<file path="src/rtl/e2e_sm_pkg.sv">
// Shared types, codes and sizes of the E2E window state machine.
package e2e_sm_pkg;

	localparam int MAX_WINDOW = 16;
	localparam int WIN_IDX_W = $clog2(MAX_WINDOW);
	localparam int CNT_W = $clog2(MAX_WINDOW + 1);
	localparam int GRP_SIZE = 4;
	localparam int NUM_GRP = MAX_WINDOW / GRP_SIZE;
	localparam int PART_W = $clog2(GRP_SIZE + 1);
	localparam int CFG_W = 5;
	localparam int CFG_IDX_W = 3;
	localparam int PS_W = 3;

	localparam logic [CFG_IDX_W-1:0] REG_WINDOW_SIZE     = 3'd0;
	localparam logic [CFG_IDX_W-1:0] REG_MIN_OK_INIT     = 3'd1;
	localparam logic [CFG_IDX_W-1:0] REG_MAX_ERR_INIT    = 3'd2;
	localparam logic [CFG_IDX_W-1:0] REG_MIN_OK_VALID    = 3'd3;
	localparam logic [CFG_IDX_W-1:0] REG_MAX_ERR_VALID   = 3'd4;
	localparam logic [CFG_IDX_W-1:0] REG_MIN_OK_INVALID  = 3'd5;
	localparam logic [CFG_IDX_W-1:0] REG_MAX_ERR_INVALID = 3'd6;

	localparam logic [PS_W-1:0] PS_OK       = 3'd0;
	localparam logic [PS_W-1:0] PS_ERROR    = 3'd3;
	localparam logic [PS_W-1:0] PS_NOTAVAIL = 3'd4;
	localparam logic [PS_W-1:0] PS_NONEW    = 3'd5;

	localparam logic CMD_INIT = 1'b1;

	localparam logic RC_OK          = 1'b0;
	localparam logic RC_WRONG_STATE = 1'b1;

	typedef enum logic [2:0] {
		SM_DEINIT  = 3'd0,
		SM_NODATA  = 3'd1,
		SM_INIT    = 3'd2,
		SM_VALID   = 3'd3,
		SM_INVALID = 3'd4
	} sm_state_t;

	typedef struct packed {
		logic            init_win;
		logic            write_slot;
		logic            count_part;
		logic            count_sum;
		logic [PS_W-1:0] status;
	} dp_cmd_t;

	typedef struct packed {
		logic [CNT_W-1:0] ok_count;
		logic [CNT_W-1:0] err_count;
		logic             init_to_valid;
		logic             init_to_invalid;
		logic             valid_keep;
		logic             invalid_to_valid;
	} dp_stat_t;

endpackage

</file>
<file path="src/rtl/e2e_sm_dp.sv">
// Datapath: configuration registers, status window, index and window counts.
module e2e_sm_dp
	import e2e_sm_pkg::*;
(
	input  logic                 clk,
	input  logic                 arst_n,
	input  logic                 cfg_we,
	input  logic [CFG_IDX_W-1:0] cfg_index,
	input  logic [CFG_W-1:0]     cfg_data,
	input  dp_cmd_t              cmd,
	output dp_stat_t             stat
);

	logic [CFG_W-1:0] win_size_q;
	logic [CFG_W-1:0] min_ok_init_q;
	logic [CFG_W-1:0] max_err_init_q;
	logic [CFG_W-1:0] min_ok_valid_q;
	logic [CFG_W-1:0] max_err_valid_q;
	logic [CFG_W-1:0] min_ok_invalid_q;
	logic [CFG_W-1:0] max_err_invalid_q;

	logic [PS_W-1:0]      win_q [MAX_WINDOW];
	logic [WIN_IDX_W-1:0] index_q;
	logic [CNT_W-1:0]     ok_q;
	logic [CNT_W-1:0]     err_q;
	logic [PART_W-1:0]    ok_part_s1 [NUM_GRP];
	logic [PART_W-1:0]    err_part_s1 [NUM_GRP];

	logic [CNT_W-1:0]     used_n;
	logic [WIN_IDX_W-1:0] slot;
	logic [CNT_W-1:0]     slot_next;
	logic [PART_W-1:0]    ok_part_d [NUM_GRP];
	logic [PART_W-1:0]    err_part_d [NUM_GRP];
	logic [CNT_W-1:0]     ok_sum;
	logic [CNT_W-1:0]     err_sum;

	always_ff @(posedge clk or negedge arst_n) begin
		if (!arst_n) begin
			win_size_q        <= CFG_W'(MAX_WINDOW);
			min_ok_init_q     <= CFG_W'(1);
			max_err_init_q    <= '0;
			min_ok_valid_q    <= CFG_W'(1);
			max_err_valid_q   <= '0;
			min_ok_invalid_q  <= CFG_W'(1);
			max_err_invalid_q <= '0;
		end else if (cfg_we) begin
			unique case (cfg_index)
				REG_WINDOW_SIZE:     win_size_q        <= cfg_data;
				REG_MIN_OK_INIT:     min_ok_init_q     <= cfg_data;
				REG_MAX_ERR_INIT:    max_err_init_q    <= cfg_data;
				REG_MIN_OK_VALID:    min_ok_valid_q    <= cfg_data;
				REG_MAX_ERR_VALID:   max_err_valid_q   <= cfg_data;
				REG_MIN_OK_INVALID:  min_ok_invalid_q  <= cfg_data;
				REG_MAX_ERR_INVALID: max_err_invalid_q <= cfg_data;
				default: ;
			endcase
		end
	end

	// Window size in use: zero counts as one, anything above the store as full.
	always_comb begin
		if (win_size_q == '0) begin
			used_n = CNT_W'(1);
		end else if (win_size_q > CFG_W'(MAX_WINDOW)) begin
			used_n = CNT_W'(MAX_WINDOW);
		end else begin
			used_n = win_size_q;
		end
	end

	// An index left beyond a shrunken window restarts at slot zero.
	assign slot = ({1'b0, index_q} >= used_n) ? '0 : index_q;
	assign slot_next = {1'b0, slot} + CNT_W'(1);

	always_ff @(posedge clk or negedge arst_n) begin
		if (!arst_n) begin
			for (int i = 0; i < MAX_WINDOW; i++) begin
				win_q[i] <= PS_NOTAVAIL;
			end
			index_q <= '0;
			ok_q    <= '0;
			err_q   <= '0;
		end else begin
			if (cmd.init_win) begin
				for (int i = 0; i < MAX_WINDOW; i++) begin
					if (CNT_W'(i) < used_n) begin
						win_q[i] <= PS_NOTAVAIL;
					end
				end
				index_q <= '0;
				ok_q    <= '0;
				err_q   <= '0;
			end else if (cmd.write_slot) begin
				win_q[slot] <= cmd.status;
				index_q     <= (slot_next >= used_n) ? '0 : slot_next[WIN_IDX_W-1:0];
			end else if (cmd.count_sum) begin
				ok_q  <= ok_sum;
				err_q <= err_sum;
			end
		end
	end

	// First stage of the count: OK and ERROR entries inside the window, per group.
	always_comb begin
		for (int g = 0; g < NUM_GRP; g++) begin
			ok_part_d[g]  = '0;
			err_part_d[g] = '0;
			for (int j = 0; j < GRP_SIZE; j++) begin
				if (CNT_W'(g * GRP_SIZE + j) < used_n) begin
					if (win_q[g * GRP_SIZE + j] == PS_OK) begin
						ok_part_d[g] = ok_part_d[g] + PART_W'(1);
					end else if (win_q[g * GRP_SIZE + j] == PS_ERROR) begin
						err_part_d[g] = err_part_d[g] + PART_W'(1);
					end
				end
			end
		end
	end

	always_ff @(posedge clk) begin
		if (cmd.count_part) begin
			for (int g = 0; g < NUM_GRP; g++) begin
				ok_part_s1[g]  <= ok_part_d[g];
				err_part_s1[g] <= err_part_d[g];
			end
		end
	end

	always_comb begin
		ok_sum  = '0;
		err_sum = '0;
		for (int g = 0; g < NUM_GRP; g++) begin
			ok_sum  = ok_sum + CNT_W'(ok_part_s1[g]);
			err_sum = err_sum + CNT_W'(err_part_s1[g]);
		end
	end

	assign stat.ok_count         = ok_q;
	assign stat.err_count        = err_q;
	assign stat.init_to_valid    = (err_sum <= max_err_init_q) && (ok_sum >= min_ok_init_q);
	assign stat.init_to_invalid  = (err_sum > max_err_init_q);
	assign stat.valid_keep       = (err_sum <= max_err_valid_q) && (ok_sum >= min_ok_valid_q);
	assign stat.invalid_to_valid = (err_sum <= max_err_invalid_q)
	                               && (ok_sum >= min_ok_invalid_q);

endmodule

</file>
<file path="src/rtl/e2e_sm_ctrl.sv">
// Controller: item sequencing, protocol state and the result register.
module e2e_sm_ctrl
	import e2e_sm_pkg::*;
(
	input  logic            clk,
	input  logic            arst_n,
	input  logic            in_valid,
	output logic            in_stall,
	input  logic            command,
	input  logic [PS_W-1:0] profile_status,
	output logic            out_valid,
	input  logic            out_stall,
	output logic            return_code,
	output logic [2:0]      machine_state,
	output logic [CNT_W-1:0] ok_total,
	output logic [CNT_W-1:0] error_total,
	output dp_cmd_t         dp_cmd,
	input  dp_stat_t        dp_stat
);

	typedef enum logic [2:0] {
		PH_IDLE,
		PH_EXEC,
		PH_PART,
		PH_SUM,
		PH_RESULT
	} phase_t;

	phase_t          phase_q;
	sm_state_t       sm_q;
	logic            rc_q;
	logic            cmd_q;
	logic [PS_W-1:0] ps_q;
	logic            out_valid_q;
	logic            out_free;
	logic            checking;

	assign in_stall = (phase_q != PH_IDLE);
	assign out_free = !out_valid_q || !out_stall;
	assign checking = (sm_q == SM_INIT) || (sm_q == SM_VALID) || (sm_q == SM_INVALID);

	always_comb begin
		dp_cmd.init_win   = (phase_q == PH_EXEC) && (cmd_q == CMD_INIT);
		dp_cmd.write_slot = (phase_q == PH_EXEC) && (cmd_q != CMD_INIT) && checking;
		dp_cmd.count_part = (phase_q == PH_PART);
		dp_cmd.count_sum  = (phase_q == PH_SUM);
		dp_cmd.status     = ps_q;
	end

	always_ff @(posedge clk or negedge arst_n) begin
		if (!arst_n) begin
			phase_q       <= PH_IDLE;
			sm_q          <= SM_DEINIT;
			rc_q          <= RC_OK;
			cmd_q         <= 1'b0;
			ps_q          <= '0;
			out_valid_q   <= 1'b0;
			return_code   <= RC_OK;
			machine_state <= SM_DEINIT;
			ok_total      <= '0;
			error_total   <= '0;
		end else begin
			// A new result may replace one that is taken in the same cycle.
			if (phase_q == PH_RESULT && out_free) begin
				out_valid_q <= 1'b1;
			end else if (out_valid_q && !out_stall) begin
				out_valid_q <= 1'b0;
			end
			unique case (phase_q)
				PH_IDLE: begin
					if (in_valid) begin
						cmd_q   <= command;
						ps_q    <= profile_status;
						phase_q <= PH_EXEC;
					end
				end
				PH_EXEC: begin
					if (cmd_q == CMD_INIT) begin
						rc_q    <= RC_OK;
						sm_q    <= SM_NODATA;
						phase_q <= PH_RESULT;
					end else begin
						case (sm_q)
							SM_DEINIT: begin
								rc_q    <= RC_WRONG_STATE;
								phase_q <= PH_RESULT;
							end
							SM_NODATA: begin
								rc_q    <= RC_OK;
								phase_q <= PH_RESULT;
								if (ps_q != PS_ERROR && ps_q != PS_NONEW) begin
									sm_q <= SM_INIT;
								end
							end
							default: begin
								rc_q    <= RC_OK;
								phase_q <= PH_PART;
							end
						endcase
					end
				end
				PH_PART: phase_q <= PH_SUM;
				PH_SUM: begin
					phase_q <= PH_RESULT;
					case (sm_q)
						SM_INIT: begin
							if (dp_stat.init_to_valid) begin
								sm_q <= SM_VALID;
							end else if (dp_stat.init_to_invalid) begin
								sm_q <= SM_INVALID;
							end
						end
						SM_VALID: begin
							if (!dp_stat.valid_keep) begin
								sm_q <= SM_INVALID;
							end
						end
						SM_INVALID: begin
							if (dp_stat.invalid_to_valid) begin
								sm_q <= SM_VALID;
							end
						end
						default: ;
					endcase
				end
				PH_RESULT: begin
					if (out_free) begin
						return_code   <= rc_q;
						machine_state <= sm_q;
						ok_total      <= dp_stat.ok_count;
						error_total   <= dp_stat.err_count;
						phase_q       <= PH_IDLE;
					end
				end
				default: phase_q <= PH_IDLE;
			endcase
		end
	end

	assign out_valid = out_valid_q;

endmodule

</file>
<file path="src/rtl/e2e_window_state_machine.sv">
// Top level of the E2E window state machine: controller and datapath.
//
// One item per received message: an init command, or a check that carries a
// profile status. An accepted check that is recorded in the window writes the
// slot, counts the window in four registered groups, adds the groups and
// applies the thresholds of the current state, and loads the result register.
// An init, a check before init and a check in NODATA skip the counting. No new
// item is taken before the last has loaded the result register, which parts
// the output from the input, so an item is taken while the previous result
// still waits. The user must write configuration through cfg_we, cfg_index
// and cfg_data only while the block is idle, which the block does not enforce;
// reset restores the documented defaults at once, with no clearing pass.
module e2e_window_state_machine
	import e2e_sm_pkg::*;
(
	input  logic                 clk,
	input  logic                 arst_n,
	input  logic                 cfg_we,
	input  logic [CFG_IDX_W-1:0] cfg_index,
	input  logic [CFG_W-1:0]     cfg_data,
	input  logic                 in_valid,
	output logic                 in_stall,
	input  logic                 command,
	input  logic [PS_W-1:0]      profile_status,
	output logic                 out_valid,
	input  logic                 out_stall,
	output logic                 return_code,
	output logic [2:0]           machine_state,
	output logic [CNT_W-1:0]     ok_total,
	output logic [CNT_W-1:0]     error_total
);

	dp_cmd_t  dp_cmd;
	dp_stat_t dp_stat;

	e2e_sm_ctrl u_ctrl (
		.clk            (clk),
		.arst_n         (arst_n),
		.in_valid       (in_valid),
		.in_stall       (in_stall),
		.command        (command),
		.profile_status (profile_status),
		.out_valid      (out_valid),
		.out_stall      (out_stall),
		.return_code    (return_code),
		.machine_state  (machine_state),
		.ok_total       (ok_total),
		.error_total    (error_total),
		.dp_cmd         (dp_cmd),
		.dp_stat        (dp_stat)
	);

	e2e_sm_dp u_dp (
		.clk       (clk),
		.arst_n    (arst_n),
		.cfg_we    (cfg_we),
		.cfg_index (cfg_index),
		.cfg_data  (cfg_data),
		.cmd       (dp_cmd),
		.stat      (dp_stat)
	);

endmodule

</file>
<file path="config.mk">
export PLATFORM = sky130hd
export DESIGN_NAME = e2e_window_state_machine
export DESIGN_NICKNAME = d
export VERILOG_FILES = /design/src/rtl/e2e_sm_pkg.sv /design/src/rtl/e2e_sm_dp.sv /design/src/rtl/e2e_sm_ctrl.sv /design/src/rtl/e2e_window_state_machine.sv
export SDC_FILE = /design/constraint.sdc
export NUM_CORES = 1
export LEC_CHECK = 0
export ABC_AREA = 1
export ABC_CLOCK_PERIOD_IN_PS = 5050
export BUFFER_PORTS_ARGS = -buffer_cell sky130_fd_sc_hd__clkbuf_2
export CORE_UTILIZATION = 60
export CTS_BUF_LIST = sky130_fd_sc_hd__clkbuf_4 sky130_fd_sc_hd__clkbuf_8
export DETAILED_ROUTE_END_ITERATION = 6
export GPL_TIMING_DRIVEN = 0
export PLACE_DENSITY = 0.78
export SYNTH_ARGS = -nofsm -noshare
export SYNTH_HDL_FRONTEND = slang
export SYNTH_SLANG_ARGS = --single-unit
export TNS_END_PERCENT = 5
</file>
<file path="constraint.sdc">
create_clock -name clk -period 5.05 [get_ports clk]
set_input_delay 0.2525 -clock clk [delete_from_list [all_inputs] [get_ports clk]]
set_output_delay 0.2525 -clock clk [all_outputs]
set_load 0.05 [all_outputs]
</file>
# Word level (Yosys, flattened, before mapping)
# Memory sizes are Yosys's and may differ from the RTL's.
# Cells that the tools add are included.
[totals]
reg_bits = 123
latchBits = 0
mem_bits_rw = 24
mem_bits_ro = 0
in_bits = 17
output_inout_bits = 16
word_cells = 358
mem_count = 2
[classes]
n_addsub = 31
multipliers = 0
div = 0
order_cmp = 28
n_eq_ne = 57
n_shift = 0
n_mux = 133
n_bitwise = 2
reduce_logical = 69
[mem_list]
columns = ["name", "words", "width", "rd", "rd_clocked_by_memory_dff", "wr", "line", "source"]
rows = [
  ["u_dp.err_part_s1", 4, 3, 4, 0, 4, "e2e_sm_dp.sv:27", "logic [PART_W-1:0] err_part_s1 [NUM_GRP];"],
  ["u_dp.ok_part_s1", 4, 3, 4, 0, 4, "e2e_sm_dp.sv:26", "logic [PART_W-1:0] ok_part_s1 [NUM_GRP];"],
]
[ops]
columns = ["operator", "n"]
rows = [
  ["two-way mux 3 bit", 100],
  ["two-way mux 48 bit", 2],
  ["adder 3 x 1 -> 3 bit (second input constant)", 24],
  ["equality test 3 x 2 -> 1 bit (second input constant)", 22],
  ["logical NOT 3 bit", 19],
  ["AND reduction 2 bit", 27],
  ["bitwise mux 48 bit", 1],
  ["< comparator 4 x 5 -> 1 bit (first input constant)", 8],
  ["two-way mux 5 bit", 8],
  ["!= test 2 x 1 -> 1 bit (second input constant)", 18],
  ["adder 5 x 3 -> 5 bit", 4],
  [">= comparator 5 bit", 4],
  ["< comparator 3 x 5 -> 1 bit (first input constant)", 4],
  ["two-way mux 4 bit", 4],
  ["equality test 3 bit (second input constant)", 5],
  ["less-or-equal comparator 5 bit", 3],
  ["one-hot mux 3 bit (5 select lines)", 1],
  ["two-way mux 1 bit", 14],
  ["demux 3 bit (select 4 bit)", 1],
  ["logical AND 1 bit", 10],
  ["< comparator 1 x 5 -> 1 bit (first input constant)", 2],
  ["< comparator 2 x 5 -> 1 bit (first input constant)", 2],
  ["equality test 3 x 1 -> 1 bit (second input constant)", 3],
  ["!= test 3 x 2 -> 1 bit (second input constant)", 3],
  ["other kinds (22)", 31],
]

# Depth between registers and ports, before layout
[logic_depth]
word_depth = 17
depth_mapped = 28
depth_no_buf = 26

# Modules after synthesis
# Synthesis repeated with hierarchy kept, for this count alone.
[unflattened]
cells_unflattened = 1109
area_unflattened_um2 = 9167.5
[modules_own_cells]
columns = ["mod", "instances", "cells_per_inst", "area_each_um2"]
rows = [
  ["e2e_sm_dp", 1, 985, 7983.9],
  ["e2e_sm_ctrl", 1, 124, 1183.6],
]

# Least setup slack after synthesis
# No wires, ideal clock.
[synth_timing]
kind = "flip-flop to flip-flop"
start = "memory u_dp.err_part_s1[1][0] (netlist name)"
end = "register u_ctrl.sm_q[2]"
setup_ns = 0.117
arrival_ns = 3.492
required_time_ns = 4.933
path_slack_ns = 1.442
path_stages_with_launch = 23
n_path_buf = 0
synth_period_minus_slack_ns = 3.608
path_cell_list = "edfxtp_1 -> ha_1 -> fa_1 -> inv_1 -> fa_1 -> inv_1 -> ha_1 -> inv_1 -> fa_1 -> xor2_1 -> inv_1 -> ha_1 -> nand2_1 -> nor2_1 -> nand2_1 -> nand3_1 -> nand2_1 -> nand4_1 -> nand2_1 -> nor2_1 -> nand2_1 -> nand2_1 -> nand2_1"
[synth_rtl]
columns = ["element", "line", "source"]
rows = [
  ["start: declaration", "e2e_sm_dp.sv:27", ""],
  ["end signal: assignment", "e2e_sm_ctrl.sv:53", "sm_q <= SM_DEINIT;"],
  ["end signal: assignment", "e2e_sm_ctrl.sv:80", "sm_q <= SM_NODATA;"],
  ["end signal: assignment", "e2e_sm_ctrl.sv:92", "sm_q <= SM_INIT;"],
  ["end: declaration", "e2e_sm_ctrl.sv:30", "sm_state_t sm_q;"],
]

# Worst setup path in the final report
[layout_timing]
start = "register u_dp.win_size_q[2]"
end = "register u_dp.index_q[0]"
[layout_between]
elab_chain_cells = 10
word_cells_on_any_way = 11
classes_between = "1 x add/sub; 3 x order compare; 6 x mux; 1 x reduce/logical"
[layout_rtl]
columns = ["element", "line", "source"]
rows = [
  ["start: declaration", "e2e_sm_dp.sv:14", "logic [CFG_W-1:0] win_size_q;"],
  ["start signal: assignment", "e2e_sm_dp.sv:39", "win_size_q <= CFG_W'(MAX_WINDOW);"],
  ["start signal: assignment", "e2e_sm_dp.sv:48", "REG_WINDOW_SIZE: win_size_q <= cfg_data;"],
  ["greater-than comparator 5 bit", "e2e_sm_dp.sv:64", "end else if (win_size_q > CFG_W'(MAX_WINDOW)) begin"],
  ["two-way mux 5 bit", "e2e_sm_dp.sv:64", ""],
  ["two-way mux 5 bit (*)", "e2e_sm_dp.sv:62", "if (win_size_q == '0) begin"],
  [">= comparator 4 x 5 -> 1 bit", "e2e_sm_dp.sv:72", "assign slot = ({1'b0, index_q} >= used_n) ? '0 : index_q;"],
  ["two-way mux 4 bit", "e2e_sm_dp.sv:72", ""],
  ["adder 4 x 1 -> 5 bit", "e2e_sm_dp.sv:73", "assign slot_next = {1'b0, slot} + CNT_W'(1);"],
  [">= comparator 5 bit", "e2e_sm_dp.sv:95", "index_q <= (slot_next >= used_n) ? '0 : slot_next[WIN_IDX_W-1:0];"],
  ["two-way mux 4 bit (*)", "e2e_sm_dp.sv:95", ""],
  ["two-way mux 4 bit (*)", "e2e_sm_dp.sv:93", "end else if (cmd.write_slot) begin"],
  ["two-way mux 4 bit (*)", "e2e_sm_dp.sv:84", "if (cmd.init_win) begin"],
  ["end signal: assignment", "e2e_sm_dp.sv:95", ""],
  ["end: declaration", "e2e_sm_dp.sv:23", "logic [WIN_IDX_W-1:0] index_q;"],
]
# Mark *: on every way between the ends. The rest lies on a longest branch, timed or not. The select of a mux whose other input is x is not followed.
# A chain may end at the register's enable or synchronous reset.

==> impl.org <==
** Power
- IR analysis of the VDD net gives a maximum drop of 0.0002182 V.
- Dividing total power by cell area gives a power density of about 510 nW/um2.
- Summed over all cells, the static leakage comes to 5.577 nW.

** Timing
- The final count of pins violating max slew was 0.
- Final critical-path required period :: 4.306 ns
- Transition time of the tightest slew-check pin :: 0.6975 ns
- Fmax :: 232.2 MHz
- The total count of hold-check failures in the final report was 0.
- Worst rel slew slack :: 53.50%
- Slack of the critical path :: between 0.7 and 0.8 ns
- After layout, the worst path uses between 80% and 90% of the clock period.
- Setup violations remaining at the end of the flow were counted as 0.
- Aggregate negative setup slack :: 0 ns
- For the final database, setup skew stands at 0.01943 ns.
- RSZ-0062 raised after global routing :: no

** Synth
- The number of nets handed over by synthesis was between 1,000 and 1,500.
- Top FF cell, synth :: sky130_fd_sc_hd__dfrtp_1
- Synthesis produced 1,252 cells.
- Number of warnings reported in the yosys synthesis log :: 0
- Synth area leader :: sky130_fd_sc_hd__dfrtp_1
- Counting flops with a built-in enable in the synthesized netlist gives 24.
- In this run the biggest area consumer among cell types represents ~27% of the synthesized area.
- Share of flip-flops with an asynchronous set or reset after synthesis :: 83.67%
- Most instantiated library cell after synthesis :: sky130_fd_sc_hd__nand2_1
- After synthesis the cells add up to 9415 um2.
- Register bit total from synthesis :: around 150
- A synthesized cell averages 7.520 um2.
- Ranked by total cell area, the synthesized netlist is headed by sky130_fd_sc_hd__dfrtp_1 (27%), sky130_fd_sc_hd__nand2_1 (16%), sky130_fd_sc_hd__ha_1 (10%), sky130_fd_sc_hd__inv_1 (7.9%), sky130_fd_sc_hd__edfxtp_1 (7.7%).
- The number of different library cells used by synthesis comes to 38.
- The share of the Yosys chip area taken by registers is between 40% and 50%.
- The commonest cells after synthesis are sky130_fd_sc_hd__nand2_1 (394), sky130_fd_sc_hd__inv_1 (199), sky130_fd_sc_hd__nor2_1 (105).

** Placement
- At the end of routability-driven placement, the weighted congestion stood at 0.8956.
- Worst setup slack before clock tree synthesis :: 0.8744 ns
- Count of port buffers added during placement :: 32
- HPWL Detailed :: 15.84 mm

** Clocking
- Clock-pin slew was measured on the worst setup and hold paths at 0.09 ns.
- TritonCTS built the clock tree.
- The clock reaches the later pin of the worst-skew pair after 0.46 ns.
- CTS placed an instance of sky130_fd_sc_hd__clkbuf_8 at the clock tree root.
- The number of clock buffers added by TritonCTS is 17.
- Number of buffers added to fix hold violations after cts :: 1
- The H-tree generated during clock tree synthesis spans 4 levels.
- Post-CTS setup buffer count :: 0
- Once the clock tree was built, the resizer swapped 0 gates to a different size.
- The longest clock path from root to sink contains 2 buffers.
- TritonCTS Sinks :: 147

** Worst hold path
- The worst hold path was traced through 3 stages.
- The worst hold path begins at in_valid.
- Hold WC Path Type :: in2reg
- The worst hold path terminates at u_ctrl.phase_q[0].

** Drt
- In the routed design, unresolved DRC markers number 0.
- DR vias :: 8,101
- For this block, the routed nets add up to roughly 21 mm of wire.
- Initial detailed-routing violation count :: ~530
- Routed via count divided by cell count :: between 5 and 6
- In the final routed layout, each cell accounts on average for approximately 14 um.
- Number of iterations in the first detailed-routing pass :: 7
- Once detail routing completed, the nets flagged for antenna violations numbered 0.

** GRT
- Vias in the first global route :: between 7,000 and 8,000
- Number of antenna violations at the first check in global routing :: 0
- Global routing finished with a remaining overflow of 0.
- Wire length of the first global-routing pass :: between 30 and 40 mm
- Global routing consumed, over all layers together, 27.34% of the routing resources.
- Entering global routing, the biggest net connects 85 pins.

** Worst setup path
- The worst setup path is captured at a flop.
- The critical path is of the reg2reg type.
- On the worst path, the slowest cell contributes a delay of 0.45 ns.
- For flop-to-flop paths, the worst setup slack is between 0.7 and 0.8 ns.
- Highest net fanout along the worst path :: 10
- Critical Path AT :: 4.70 ns
- Worst Reg2Reg Path Length in Cells :: 28
- CP most frequent cell :: sky130_fd_sc_hd__inv_1
- The slowest stage of the critical path is the sky130_fd_sc_hd__clkbuf_1 cell.
- The worst register-to-register path begins at u_dp.win_size_q[2].
- R2R Path End :: u_dp.index_q[0]
- Data on the critical path is required at its endpoint by 5.44 ns.
- Startpoint types :: flop

** Outcome
- Outcome :: finished, final reports clean

** Finish
- After the last flow step, the layout net total stands at 1,412.
- In the final layout, the share of cells above drive strength 1 is 9.394%.
- The number of antenna diodes in the final layout is 0.
- Syn-to-layout area delta :: 9.861%

** Floorplan
- In this run the vertical extent of the chip is 127.3 um.
- Total Die Area :: 16,200 um2
- Top-level I/O count :: 33
- Once the floorplan was initialized, standard cells occupied about three fifths of the core.
- After floorplanning, the core was sized to cover 15,260 um2.
- The floorplan has 45 rows.
- Measured along the x axis, the die boundary spans 127.3 um.

** Flow run
- Number of max-capacitance violations reported :: 0
[flip-flops by register name, summed over array words and instances, names as in the netlist]
name / cells
u_ctrl.sm_q: 3
u_dp.win_q: 48
u_ctrl.return_code: 1
u_dp.index_q: 4
u_dp.ok_q: 5
u_ctrl.cmd_q: 1
u_ctrl.error_total: 5
u_ctrl.rc_q: 1
u_dp.max_err_valid_q: 5
u_dp.min_ok_valid_q: 5
u_dp.min_ok_invalid_q: 5
u_ctrl.ps_q: 3
u_dp.ok_part_s1: 12
u_ctrl.machine_state: 3
u_dp.max_err_init_q: 5
u_dp.win_size_q: 5
u_ctrl.ok_total: 5
u_dp.err_q: 5
u_ctrl.out_valid: 1
u_dp.err_part_s1: 12
u_dp.min_ok_init_q: 5
u_ctrl.phase_q: 3
u_dp.max_err_invalid_q: 5
[how the worst max path moves through the flow]
stage | from | end | slack [ns] | depth (start not counted)
2_1_floorplan | u_dp.err_part_s1[1][0] | u_ctrl.sm_q[2] | 1.44 | 22
4_1_cts | u_dp.win_size_q[2] | u_dp.index_q[3] | 0.83 | 28
3_5_place_dp | u_dp.win_size_q[2] | u_dp.index_q[3] | 0.87 | 28
5_1_grt | u_dp.win_size_q[2] | u_dp.index_q[2] | 0.30 | 28
6_report | u_dp.win_size_q[2] | u_dp.index_q[0] | 0.74 | 28
3_3_place_gp | u_dp.win_size_q[2] | u_dp.index_q[2] | 0.95 | 28
[placed cells by master (no fill, tap or decap), types with 3 or more instances in the layout]
| cell | n |
|---|---|
| sky130_fd_sc_hd__ha_1 | 78 |
| sky130_fd_sc_hd__a31oi_1 | 9 |
| sky130_fd_sc_hd__xnor2_1 | 9 |
| sky130_fd_sc_hd__clkbuf_8 | 21 |
| sky130_fd_sc_hd__nand2_2 | 7 |
| sky130_fd_sc_hd__xor2_1 | 9 |
| sky130_fd_sc_hd__o22ai_1 | 9 |
| sky130_fd_sc_hd__bufinv_16 | 3 |
| sky130_fd_sc_hd__nor2_2 | 5 |
| sky130_fd_sc_hd__nand2_1 | 394 |
| sky130_fd_sc_hd__nor2_1 | 104 |
| sky130_fd_sc_hd__nor3_1 | 43 |
| sky130_fd_sc_hd__inv_1 | 199 |
| sky130_fd_sc_hd__clkbuf_1 | 5 |
| sky130_fd_sc_hd__dfstp_2 | 20 |
| sky130_fd_sc_hd__dfrtp_1 | 103 |
| sky130_fd_sc_hd__edfxtp_1 | 24 |
| sky130_fd_sc_hd__o21ai_0 | 70 |
| sky130_fd_sc_hd__clkbuf_2 | 31 |
| sky130_fd_sc_hd__inv_6 | 3 |
| sky130_fd_sc_hd__buf_2 | 7 |
| sky130_fd_sc_hd__a21oi_1 | 21 |
| sky130_fd_sc_hd__inv_2 | 4 |
| sky130_fd_sc_hd__nand3_1 | 79 |
| sky130_fd_sc_hd__o21ai_2 | 3 |
| sky130_fd_sc_hd__nand4_1 | 17 |
| sky130_fd_sc_hd__buf_4 | 3 |
| sky130_fd_sc_hd__fa_1 | 10 |
| sky130_fd_sc_hd__nor2_4 | 3 |
| sky130_fd_sc_hd__clkinv_2 | 3 |
[report_power, final]
part	switching [mW]	internal (mW)
Sequential	0.165	1.53
Combinational	1.70	0.835
Clock	0.459	0.537
Total	2.32	2.90
[layout make-up]
type | count | area (um2)
clock buffers | 21 | 282.8
multi-input cells | 884 | 4737
plain buffers | 16 | 87.58
repair buffers | 36 | 231.5
well taps | 211 | 264.0
clock inverters | 11 | 147.6
flip-flops and latches | 147 | 3824
fillers | 1306 | 4915
inverters | 205 | 769.5
[critical path: cells and delay by family (launching register included)]
family                   cells  cell delay [ns]
AO/OA/AOI/OAI                4             0.70
adder cells (fa/ha/maj)      3             0.67
buffers and inverters       10             1.24
flip-flops                   1             0.37
AND/OR/NAND/NOR             11             1.24
[metrics by stage]
stage / cell area [um2] / power (mW) / hold WS, ns / util, % / instances
finish: 10340 / 5.225 / 0.02678 / 67.79 / 1531
global route: 10340 / 5.643 / 0.02139 / 67.79 / 1531
CTS: 10330 / 5.227 / 0.0007371 / 67.72 / 1530
detailed placement: 9893 / 4.222 / 0.1971 / 64.84 / 1497
global placement: 9839 / 4.104 / 0.4658 / 64.49 / 1495
floorplan: 9415 / 3.554 / -0.04309 / - / 1252
[kinds of logic after synthesis]
kind of cell | count (synthesis) | synth area share (%)
flops | 147 | 40.61
fa+ha+maj | 88 | 12.49
buf+inv | 221 | 9.103
simple gates | 659 | 29.16
xor+xnor | 18 | 1.675
compound gates | 117 | 6.724
mux | 2 | 0.2392
[metal layers]
metal	vias to the layer above	global-route usage, %	routed length, um
met5	-	0	0
met4	0	9.804	576
met3	42	5.360	952
met2	230	47.06	9994
met1	3733	34.24	9226
li1	4096	-	-
No activity file was read; power rests on OpenSTA's default activity.
